File: config.mk
export PLATFORM = sky130hd
export DESIGN_NAME = in_order_result_reorder_buffer_core
export DESIGN_NICKNAME = d
export VERILOG_FILES = /design/src/rtl/core/iorb_pkg.sv /design/src/rtl/core/in_order_result_reorder_buffer_core.sv /design/src/rtl/core/iorb_ram.sv /design/src/rtl/core/iorb_ctrl.sv /design/src/rtl/core/iorb_dp.sv
export SDC_FILE = /design/constraint.sdc
export NUM_CORES = 2
export LEC_CHECK = 0
export ABC_AREA = 1
export BUFFER_PORTS_ARGS = -buffer_cell sky130_fd_sc_hd__buf_2
export CAP_MARGIN = 40
export CORE_MARGIN = 2
export CORE_UTILIZATION = 42
export DETAILED_ROUTE_END_ITERATION = 6
export PLACE_DENSITY = 0.58
export RECOVER_POWER = 100
export SYNTH_ARGS = -nofsm -noshare
export SYNTH_HDL_FRONTEND = slang
export SYNTH_SLANG_ARGS = --single-unit
File: constraint.sdc
create_clock -name clk -period 22.6 [get_ports clk]
set_clock_uncertainty 0.15 [all_clocks]
set_input_delay 1.13 -clock clk [delete_from_list [all_inputs] [get_ports clk]]
set_output_delay 1.13 -clock clk [all_outputs]
set_load 0.01 [all_outputs]
File: src/rtl/core/iorb_pkg.sv
// ----------------------------------------------------------------------------
// iorb_pkg
// Shared types and codes for the in-order result reorder buffer.
// ----------------------------------------------------------------------------
package iorb_pkg;

  localparam int IdxW = 32;
  localparam int PayW = 64;

  localparam logic [1:0] ST_IN_ORDER = 2'd0;
  localparam logic [1:0] ST_BEHIND   = 2'd1;
  localparam logic [1:0] ST_BEYOND   = 2'd2;

  typedef enum logic [1:0] {
    CLS_EMIT,
    CLS_HOLD,
    CLS_REJECT
  } in_class_t;

  typedef enum logic {
    S_IDLE,
    S_DRAIN
  } ctrl_state_t;

  typedef struct packed {
    in_class_t in_class;
    logic      next_held;
    logic      out_free;
  } dp_stat_t;

  typedef struct packed {
    logic emit_in;
    logic emit_slot;
    logic hold;
    logic reject;
    logic last;
  } dp_cmd_t;

endpackage

File: src/rtl/core/in_order_result_reorder_buffer_core.sv
// ----------------------------------------------------------------------------
// in_order_result_reorder_buffer_core
// A request that is emitted or rejected has its first result registered in the next cycle.
// Throughput, when out_stall allows: one request per cycle if it holds or
// rejects; an in-order request that releases held items gives one result
// per cycle from the slot RAM read port, then the next request is taken.
// Reset: synchronous, active low; expected index 0, window empty.
// ----------------------------------------------------------------------------
module in_order_result_reorder_buffer_core
  import iorb_pkg::*;
#(
  parameter int WINDOW = 32
) (
  input  logic            clk,
  input  logic            rst_n,
  input  logic            cfg_valid,
  output logic            cfg_ready,
  input  logic [IdxW-1:0] cfg_start_index,
  input  logic            in_valid,
  output logic            in_stall,
  input  logic [IdxW-1:0] in_seq_index,
  input  logic            in_is_empty,
  input  logic [PayW-1:0] in_payload,
  output logic            out_valid,
  input  logic            out_stall,
  output logic [IdxW-1:0] out_index,
  output logic            out_empty,
  output logic [PayW-1:0] out_payload,
  output logic [1:0]      out_status,
  output logic            out_last
);

  dp_stat_t stat;
  dp_cmd_t  cmd;

  iorb_ctrl u_ctrl (
    .clk       (clk),
    .rst_n     (rst_n),
    .in_valid  (in_valid),
    .stat      (stat),
    .cmd       (cmd),
    .in_stall  (in_stall),
    .cfg_ready (cfg_ready)
  );

  iorb_dp #(
    .WINDOW (WINDOW)
  ) u_dp (
    .clk             (clk),
    .rst_n           (rst_n),
    .cfg_we          (cfg_valid && cfg_ready),
    .cfg_start_index (cfg_start_index),
    .in_seq_index    (in_seq_index),
    .in_is_empty     (in_is_empty),
    .in_payload      (in_payload),
    .out_stall       (out_stall),
    .cmd             (cmd),
    .stat            (stat),
    .out_valid       (out_valid),
    .out_index       (out_index),
    .out_empty       (out_empty),
    .out_payload     (out_payload),
    .out_status      (out_status),
    .out_last        (out_last)
  );

endmodule

File: src/rtl/core/iorb_ram.sv
// ----------------------------------------------------------------------------
// iorb_ram
// Simple dual-port RAM, one write port, one registered read port.
// ----------------------------------------------------------------------------
module iorb_ram #(
  parameter int WIDTH = 65,
  parameter int DEPTH = 32
) (
  input  logic                     clk,
  input  logic                     we,
  input  logic [$clog2(DEPTH)-1:0] waddr,
  input  logic [WIDTH-1:0]         wdata,
  input  logic [$clog2(DEPTH)-1:0] raddr,
  output logic [WIDTH-1:0]         rdata
);

  logic [WIDTH-1:0] mem [DEPTH];
  logic [WIDTH-1:0] rdata_r;

  always_ff @(posedge clk) begin
    if (we) begin
      mem[waddr] <= wdata;
    end
    rdata_r <= mem[raddr];
  end

  assign rdata = rdata_r;

endmodule

File: src/rtl/core/iorb_ctrl.sv
// ----------------------------------------------------------------------------
// iorb_ctrl
// Controller: sequences accept, hold, reject and drain of held requests.
// ----------------------------------------------------------------------------
module iorb_ctrl
  import iorb_pkg::*;
(
  input  logic     clk,
  input  logic     rst_n,
  input  logic     in_valid,
  input  dp_stat_t stat,
  output dp_cmd_t  cmd,
  output logic     in_stall,
  output logic     cfg_ready
);

  ctrl_state_t state_r, state_nxt;

  always_ff @(posedge clk) begin
    if (!rst_n) begin
      state_r <= S_IDLE;
    end else begin
      state_r <= state_nxt;
    end
  end

  always_comb begin
    state_nxt = state_r;
    cmd       = '0;
    in_stall  = 1'b1;
    cfg_ready = 1'b0;
    case (state_r)
      S_IDLE: begin
        cfg_ready = 1'b1;
        in_stall  = !stat.out_free;
        if (in_valid && stat.out_free) begin
          case (stat.in_class)
            CLS_EMIT: begin
              cmd.emit_in = 1'b1;
              cmd.last    = !stat.next_held;
              if (stat.next_held) begin
                state_nxt = S_DRAIN;
              end
            end
            CLS_HOLD: begin
              cmd.hold = 1'b1;
            end
            default: begin
              cmd.reject = 1'b1;
              cmd.last   = 1'b1;
            end
          endcase
        end
      end
      S_DRAIN: begin
        if (stat.out_free) begin
          cmd.emit_slot = 1'b1;
          cmd.last      = !stat.next_held;
          if (!stat.next_held) begin
            state_nxt = S_IDLE;
          end
        end
      end
      default: begin
        state_nxt = S_IDLE;
      end
    endcase
  end

endmodule

File: src/rtl/core/iorb_dp.sv
// ----------------------------------------------------------------------------
// iorb_dp
// Datapath: expected index, window head, slot valid bits, slot store and
// output register.
// ----------------------------------------------------------------------------
module iorb_dp
  import iorb_pkg::*;
#(
  parameter int WINDOW = 32
) (
  input  logic            clk,
  input  logic            rst_n,
  input  logic            cfg_we,
  input  logic [IdxW-1:0] cfg_start_index,
  input  logic [IdxW-1:0] in_seq_index,
  input  logic            in_is_empty,
  input  logic [PayW-1:0] in_payload,
  input  logic            out_stall,
  input  dp_cmd_t         cmd,
  output dp_stat_t        stat,
  output logic            out_valid,
  output logic [IdxW-1:0] out_index,
  output logic            out_empty,
  output logic [PayW-1:0] out_payload,
  output logic [1:0]      out_status,
  output logic            out_last
);

  localparam int HW = $clog2(WINDOW);
  localparam logic [IdxW-1:0] WinLen = IdxW'(WINDOW);
  localparam logic [HW:0] WinSum = (HW + 1)'(WINDOW);
  localparam logic [HW-1:0] HeadMax = HW'(WINDOW - 1);

  logic [IdxW-1:0]   expected_r, expected_nxt;
  logic [HW-1:0]     head_r, head_nxt, head_inc;
  logic [WINDOW-1:0] valid_r, valid_nxt;

  logic            out_valid_r, out_valid_nxt;
  logic [IdxW-1:0] out_index_r;
  logic            out_empty_r;
  logic [PayW-1:0] out_payload_r;
  logic [1:0]      out_status_r;
  logic            out_last_r;

  logic [IdxW-1:0] idx, delta;
  logic [PayW-1:0] pay_in;
  logic [HW:0]     slot_sum;
  logic [HW-1:0]   slot;
  logic [PayW:0]   rdata;
  logic            advance;

  assign idx      = in_is_empty ? expected_r : in_seq_index;
  assign delta    = idx - expected_r;
  assign pay_in   = in_is_empty ? '0 : in_payload;
  assign slot_sum = {1'b0, head_r} + {1'b0, delta[HW-1:0]};
  assign slot     = (slot_sum >= WinSum) ? HW'(slot_sum - WinSum) : slot_sum[HW-1:0];
  assign head_inc = (head_r == HeadMax) ? '0 : head_r + 1'b1;
  assign advance  = cmd.emit_in | cmd.emit_slot;

  always_comb begin
    if (delta == '0) begin
      stat.in_class = CLS_EMIT;
    end else if (delta < WinLen) begin
      stat.in_class = CLS_HOLD;
    end else begin
      stat.in_class = CLS_REJECT;
    end
    stat.next_held = valid_r[head_inc];
    stat.out_free  = !out_valid_r || !out_stall;
  end

  always_comb begin
    expected_nxt = expected_r;
    head_nxt     = head_r;
    valid_nxt    = valid_r;
    if (cfg_we) begin
      expected_nxt = cfg_start_index;
      head_nxt     = '0;
      valid_nxt    = '0;
    end else begin
      if (advance) begin
        valid_nxt[head_r] = 1'b0;
        expected_nxt      = expected_r + 1'b1;
        head_nxt          = head_inc;
      end
      if (cmd.hold) begin
        valid_nxt[slot] = 1'b1;
      end
    end
  end

  always_ff @(posedge clk) begin
    if (!rst_n) begin
      expected_r <= '0;
      head_r     <= '0;
      valid_r    <= '0;
    end else begin
      expected_r <= expected_nxt;
      head_r     <= head_nxt;
      valid_r    <= valid_nxt;
    end
  end

  iorb_ram #(
    .WIDTH (PayW + 1),
    .DEPTH (WINDOW)
  ) u_slot_ram (
    .clk   (clk),
    .we    (cmd.hold),
    .waddr (slot),
    .wdata ({in_is_empty, pay_in}),
    .raddr (head_nxt),
    .rdata (rdata)
  );

  always_comb begin
    out_valid_nxt = out_valid_r && out_stall;
    if (cmd.emit_in || cmd.emit_slot || cmd.reject) begin
      out_valid_nxt = 1'b1;
    end
  end

  always_ff @(posedge clk) begin
    if (!rst_n) begin
      out_valid_r <= 1'b0;
    end else begin
      out_valid_r <= out_valid_nxt;
    end
  end

  always_ff @(posedge clk) begin
    if (cmd.emit_in) begin
      out_index_r   <= idx;
      out_empty_r   <= in_is_empty;
      out_payload_r <= pay_in;
      out_status_r  <= ST_IN_ORDER;
      out_last_r    <= cmd.last;
    end else if (cmd.reject) begin
      out_index_r   <= in_seq_index;
      out_empty_r   <= in_is_empty;
      out_payload_r <= pay_in;
      out_status_r  <= delta[IdxW-1] ? ST_BEHIND : ST_BEYOND;
      out_last_r    <= 1'b1;
    end else if (cmd.emit_slot) begin
      out_index_r   <= expected_r;
      out_empty_r   <= rdata[PayW];
      out_payload_r <= rdata[PayW-1:0];
      out_status_r  <= ST_IN_ORDER;
      out_last_r    <= cmd.last;
    end
  end

  assign out_valid   = out_valid_r;
  assign out_index   = out_index_r;
  assign out_empty   = out_empty_r;
  assign out_payload = out_payload_r;
  assign out_status  = out_status_r;
  assign out_last    = out_last_r;

endmodule
### Word level (Yosys, flattened, before mapping)

Memory sizes are Yosys's and may differ from the RTL's. A register that Yosys moved wholly into a read port is not among the register bits.
Index checks and enable logic that the tools add are counted.

* register bits after elaboration: 171
* RAM bits: 2080
* bits of input ports: 134
* output and inout port bits: 103
* logic and storage cells: 106
* memories: 1

* add/subtract/negate cells: 5
* order comparisons: 7
* equal/unequal tests: 2
* muxes and demuxes: 56
* bitwise gates (word level): 6
* reductions and logical operators: 19

Memory list
* u_dp.u_slot_ram.mem: words 32, width 65, read ports 1, clocked after Yosys merged registers in 1, wr ports 1, RTL line iorb_ram.sv:17 `logic [WIDTH-1:0] mem [DEPTH];`

Operators by type and width (number)
* two-way mux 32 bit: 9
* two-way mux 64 bit: 4
* adder 32 x 1 -> 32 bit, second input constant: 1
* bitwise AND 32 bit: 1
* logical NOT 32 bit: 1
* < comparator 32 x 6 -> 1 bit, second input constant: 1
* NOT 32 bit: 1
* bitwise OR 32 bit: 1
* subtractor 32 bit: 1
* two-way mux 1 bit: 26
* two-way mux 5 bit: 4
* < comparator 5 x 6 -> 1 bit, second input constant: 3
* two-way mux 2 bit: 6
* demux 1 bit (select 5 bit): 2
* greater-or-equal comparator 5 x 1 -> 1 bit, second input constant: 2
* adder 5 x 5 -> 6 bit: 1
* greater-or-equal comparator 6 bit, second input constant: 1
* one-hot mux 1 bit (2 select lines): 3
* adder 5 x 1 -> 5 bit, second input constant: 1
* binary-select mux 1 bit (select 5 bit): 1
* == test 5 bit, second input constant: 1
* logical AND 1 bit: 5
* subtractor 5 x 1 -> 5 bit, second input constant: 1
* logical NOT 1 bit: 4
* other kinds (9): 14

### Longest topological paths before layout

* depth after elaboration: 14
* depth in mapped cells: 36
* mapped depth without buffers: 31

### Modules after synthesis

Synthesis repeated with hierarchy kept, for this count alone.

* cells, all modules: 8692
* area, all modules: 96580.1 um^2

Modules (own cells, without submodules)
* iorb_ram: times used 1, cells each 6866, area each 84544.8 um^2
* iorb_dp: times used 1, cells each 1801, area each 11906.4 um^2
* iorb_ctrl: times used 1, cells each 23, area each 121.4 um^2
* in_order_result_reorder_buffer_core: times used 1, cells each 2, area each 7.5 um^2

### Least setup slack after synthesis

Ideal clock, no wire load.

* path type: input-to-reg
* start: input port in_is_empty
* end: memory u_dp.u_slot_ram.mem[15][0], enable pin
* library setup time: 0.652 ns
* data arrival time: 10.315 ns
* setup slack: 11.483 ns
* stages: 21
* path buffers: 2
* cell sequence: clkbuf_1 -> clkbuf_1 -> nand2_1 -> o21ai_0 -> ha_1 -> inv_1 -> fa_1 -> nand3_1 -> nand3_1 -> nand2_1 -> nand2_1 -> nand2_1 -> nand2_1 -> xor2_1 -> nor2_1 -> nand2_1 -> nor4_1 -> nand4_1 -> a21oi_1 -> nand2_1 -> nor4_1

* cells in the longest elaborated chain, start to end: 11
* elaborated cells on any way between the ends: 16
* classes of those cells: add/sub: 3; order compare: 2; eq/ne: 1; mux: 9; reduce/logical: 1

RTL lines
* start, declared: RTL line in_order_result_reorder_buffer_core.sv:22 `input logic in_is_empty,`
* two-way mux 32 bit (*): RTL line iorb_dp.sv:52 `assign idx = in_is_empty ? expected_r : in_seq_index;`
* subtractor 32 bit (*): RTL line iorb_dp.sv:53 `assign delta = idx - expected_r;`
* < comparator 32 x 6 -> 1 bit: RTL line iorb_dp.sv:63 `end else if (delta < WinLen) begin`
* two-way mux 2 bit: RTL line iorb_dp.sv:63
* two-way mux 2 bit: RTL line iorb_dp.sv:61 `if (delta == '0) begin`
* == test 2 x 1 -> 1 bit: RTL line iorb_ctrl.sv:37 `case (stat.in_class)`
* two-way mux 1 bit: RTL line iorb_ctrl.sv:37
* two-way mux 3 bit: RTL line iorb_ctrl.sv:36 `if (in_valid && stat.out_free) begin`
* two-way mux 2 bit: RTL line iorb_ctrl.sv:32 `case (state_r)`
* two-way mux 1 bit: RTL line iorb_ram.sv:21 `if (we) begin`
* two-way mux 1 bit (implied by the code): RTL line iorb_ram.sv:22 `mem[waddr] <= wdata;`
* end, declared: RTL line iorb_ram.sv:17

Mark *: on every way between the ends. The rest lies on a longest branch, timed or not.

### Worst setup path in the final report

* start: input port in_is_empty
* end: register u_dp.u_slot_ram.rdata_r[22] (netlist: u_dp.u_slot_ram.rdata[22]) (read register of u_dp.u_slot_ram.mem)

* cells in the longest elaborated chain, start to end: 12
* elaborated cells on any way between the ends: 13
* classes of those cells: add/sub: 1; order compare: 1; mux: 8; bitwise: 1; reduce/logical: 2

RTL lines
* two-way mux 32 bit (*): RTL line iorb_dp.sv:52
* subtractor 32 bit (*): RTL line iorb_dp.sv:53
* < comparator 32 x 6 -> 1 bit: RTL line iorb_dp.sv:63
* two-way mux 2 bit: RTL line iorb_dp.sv:63
* two-way mux 2 bit (*): RTL line iorb_dp.sv:61
* logical NOT 2 bit (*): RTL line iorb_ctrl.sv:37
* two-way mux 1 bit (*): RTL line iorb_ctrl.sv:37
* two-way mux 1 bit (*): RTL line iorb_ctrl.sv:36
* two-way mux 1 bit (*): RTL line iorb_ctrl.sv:32
* bitwise OR 1 bit (*): RTL line iorb_dp.sv:58 `assign advance = cmd.emit_in | cmd.emit_slot;`
* two-way mux 5 bit (*): RTL line iorb_dp.sv:81 `if (advance) begin`
* two-way mux 5 bit (*): RTL line iorb_dp.sv:76 `if (cfg_we) begin`
* end, declared: RTL line iorb_ram.sv:18 `logic [WIDTH-1:0] rdata_r;`

Marked as above.
A chain may end at the register's enable or synchronous reset.

==> results.md <==
Clock tree:
- For this design, the CTS-stage hold fixing added 0 buffers.
- The clock passes through at most 3 buffers.
- The post-cts resize count is 0.
- The TritonCTS sink count is 2316.
- The CTS H-tree depth is 4.
- The later pin in the worst-skew pair is clocked with a latency of 0.90 ns.
- The root buffer cell chosen for the clock tree is clkbuf_16.
- Once the clock tree was built, the setup fixing pass inserted 0 buffers.
- The TritonCTS clock tree is yes.
- The register clock-pin slew on the reported worst setup and hold paths is roughly 0.060 ns.
- The number of clock buffers added by TritonCTS is approximately 240.

Critical path:
- The required time at the endpoint of the critical path is 23.22 ns.
- On the critical path the largest part of the delay comes from simple AND/OR/NAND/NOR gates.
- Of all nets on the critical path, the largest fanout is 81.
- The number of buffers and inverters on the critical path is 5.
- The setup slack of the worst register-to-register path is 10.33 ns.
- The standard cell with the maximum stage delay on the critical path is nand2_1.
- For the worst setup path, the data arrival time is 15.16 ns.
- On the worst path, the slowest cell contributes a delay of 2.82 ns.
- In this run the critical register-to-register path is launched from u_dp.expected_r[18].
- The critical path capture point type is a flop.
- The critical path startpoint category is an input pin.
- The critical path starts at in_is_empty.
- The critical path class is in2reg.
- In this design, the critical path's most frequently occurring cell is nand2_1.

Timing:
- The final number of max-transition violations was slightly above 3000.
- The smallest clock period supported by the final layout is computed as 14.54 ns.
- The total negative slack is 0 ns.
- Headroom to the max-slew limit came out at -166%.
- Setup repair after global routing left no endpoint under its margin.
- The final setup violation count is 0.
- The number of hold violations in the final report is 0.
- For this run, the top clock speed supported by timing is just under 70 MHz.
- The final critical-path share of the clock period is 64.3%.
- At the pin with the least slew margin, the transition time is approximately 4 ns.

Layout:
- In the layout the commonest cells are edfxtp_1, nand3_1, nand2_1, inv_1, nand3b_1.
- The fraction of final layout cells sized beyond drive strength 1 is 6.23%.
- The post-route cell area is 0.118 sq mm.
- The most common library cell in the layout ignoring fill and taps is edfxtp_1.
- The net count of the finished layout is ~11000.
- The final core utilization is 47.2%.
- The area growth from synthesis to layout is 11.7%.

Global routing:
- For this run, the total global-route usage over all layers was measured as about a quarter.
- After global routing the overflow that remains totals 0.
- The first-pass GRT wire length is ~500000 um.
- The met1 global-route usage is 36.4%.
- The via count of the first global-routing pass is 73085.
- The global routing stage identified its most utilized layer as met2.
- Entering global routing, the biggest net connects 207 pins.
- The met2 capacity usage during global routing is between 30 and 40%.
- The initial antenna violation count was 18.
- Global routing used approximately 4.4% of the available met3 tracks.

Floorplanning:
- The floorplan has around 180 rows.
- The die outline width is 505 um.
- The floorplan step defined a die boundary enclosing 0.255 sq mm.
- The die extent in y is 505 um.
- The number of ports placed on the die boundary is 237.
- Once the floorplan was initialized, standard cells occupied 42.3% of the core.
- The placeable core region is around 0.25 sq mm.

Power and ir drop:
- The static power due to leakage is 47.8 nW.
- Dividing total power by cell area gives a power density of 75.9 mW/mm^2.
- In this run the power spent charging and discharging nets is 0.00201 W.
- The share of total power consumed by net switching is 22.5%.
- The internal portion of the total power is 0.00691 W.
- The maximum VDD drop is about 0.086 mV.
- Combinational logic is responsible for under 10% of the overall power.
- The clock network fraction of total power is 43.0%.
- In this run, flip-flops and latches consume between 50 and 60% of the power.
- The total design power is 0.00892 W.

Placed design:
- The number of input and output port buffers inserted is about 240.
- The global placer's final weighted congestion is 0.881.
- The instance area at placement is 0.112 sq mm.
- Detailed placement ended at an HPWL of between 150000 and 200000 um.

Hold path:
- The startpoint identified for the worst hold timing path is u_dp.valid_r[17].
- The min-delay analysis places its worst path in the category reg2reg.

Detailed routing:
- The number of remaining DRC errors is 0.
- In the routed layout, each cell is associated on average with a via count of 5.48.
- The first detailed-routing pass ran for 6 iterations.
- The first routing iteration left between 9000 and 10000 violations.
- In this run the remaining antenna-violating nets after routing total 0.
- The final wirelength is approximately 330000 um.
- The vias after detailed routing is around 76000.
- The final routed wire length divided by cell count is approximately 24 um.

Yosys:
- The count of yosys warnings during synthesis is 0.
- The register bit total from synthesis is 2316.
- Yosys mapped the design onto between 40 and 50 distinct sky130hd cell types.
- The number of nets produced by synthesis is 10458.
- The sequential cell area fraction in the yosys report is between 60 and 70%.
- After technology mapping, the gate count stands at just over 10000.
- After synthesis, the mean cell area works out to 10.2 sq um.
- The synthesized netlist occupies a cell area of ~0.11 sq mm.
- Counting flops with a built-in enable in the synthesized netlist gives 2178.
- The dominant register cell in the synthesized netlist is edfxtp_1.
- For this run, asynchronously set or reset flops after synthesis account for 0%.

Outcome:
- The flow ran to the end, but the final reports show violations.
- The final reports fail on capacitance limit, slew limit.

Flow run:
- The number of max-cap violations is 118.
[registers in the layout (all words and copies together), names as in the netlist]
name and flops:
u_dp.head_r 5, u_dp.out_last 1, u_dp.expected_r 32, u_dp.u_slot_ram.mem 2080, u_dp.out_payload 64, u_dp.out_empty 1, u_dp.out_index 32, u_ctrl.state_r 1
u_dp.u_slot_ram.rdata 65, u_dp.out_status 2, u_dp.out_valid 1, u_dp.valid_r 32
[cell usage after synthesis, types with 7 or more instances]
library cell,number,area [sq um]
nor3_1,24,120
o21ai_0,86,430
buf_1,18,67.6
nand3b_1,652,4890
nor2_1,237,890
o221ai_1,14,123
nand3_1,2164,10800
dfxtp_1,138,2760
nand2_1,2050,7690
edfxtp_1,2178,65400
nand4_1,146,913
clkbuf_1,227,852
ha_1,41,513
a21oi_1,62,310
inv_2,23,86.3
buf_2,386,1930
a311oi_1,7,61.3
a31oi_1,18,113
inv_1,1698,6370
xor2_1,32,280
o211ai_1,24,180
[final timing paths]
check,end,cells past startpoint
setup reg to reg,u_dp.u_slot_ram.rdata[22],27
setup / recovery,u_dp.u_slot_ram.rdata[22],27
hold / removal,u_dp.valid_r[17],2
hold reg to reg,u_dp.valid_r[17],2
[area by class of cell]
| class | count | area, sq um |
|---|---|---|
| fill | 22978 | 131000 |
| sequential | 2316 | 68200 |
| multi-input combinational | 5602 | 27900 |
| inverter | 1727 | 6520 |
| clock buffer | 302 | 6320 |
| tap | 3330 | 4170 |
| timing repair buffer | 512 | 3250 |
| clock inverter | 147 | 1240 |
| antenna | 4 | 10.0 |
[per-layer routing]
metal / up-vias / routed length, um
met1: 37292 / 143000
met5: - / 68
met2: 3686 / 148000
li1: 34791 / -
met3: 581 / 30400
met4: 10 / 9440
[per-stage QoR]
step                setup WS (ns)  hold slack (ns)  cells
floorplan                   11.48            0.291  10281
global placement            13.22            0.302  13385
detailed placement          13.49            0.306  13487
CTS                         14.43            0.315  13936
global route                 7.47            0.339  13937
finish                       8.06            0.316  13940
[cells by family after synthesis]
family                     count (synthesis)  synth area share [%]
adders and majority gates                 43                 0.525
AOI/OAI and AO/OA                        224                  1.26
buffers and inverters                   2363                  8.91
xor gates and xnor gates                  35                 0.291
and+or+nand+nor                         5300                  24.3
DFF                                     2316                  64.7
[worst reg2reg max path, cell delays in order (launching register included)]
cell,delay [ns]
dfxtp_1,0.38
nand2_1,0.08
o21ai_0,0.17
ha_1,0.59
nand2_1,0.16
nor2_1,0.17
clkinv_1,0.12
nor2_1,0.34
nand4_1,0.28
nand4_1,0.16
nand2_1,0.08
nor2_1,0.10
nand2_1,0.08
nor2_1,0.15
nand4_1,0.33
nand2_1,1.11
nand2_1,2.83
nand3_1,2.12
buf_16,0.34
clkbuf_1,1.37
buf_12,0.38
nand2_1,0.12
nand3_1,0.09
nand3_1,0.11
nand3_1,0.16
nand2_1,0.08
nand2_1,0.09
nand2_1,0.06
[power groups by stage]
stage | combinational [W] | sequential (W) | clock (W)
6_report | 0.000364 | 0.00472 | 0.00384
2_1_floorplan | 0.000207 | 0.00481 | 0
4_1_cts | 0.000380 | 0.00472 | 0.00389
5_1_grt | 0.000402 | 0.00472 | 0.00405
3_5_place_dp | 0.000378 | 0.00481 | 0
3_3_place_gp | 0.000364 | 0.00481 | 0
Power figures use the tool's default switching activity.
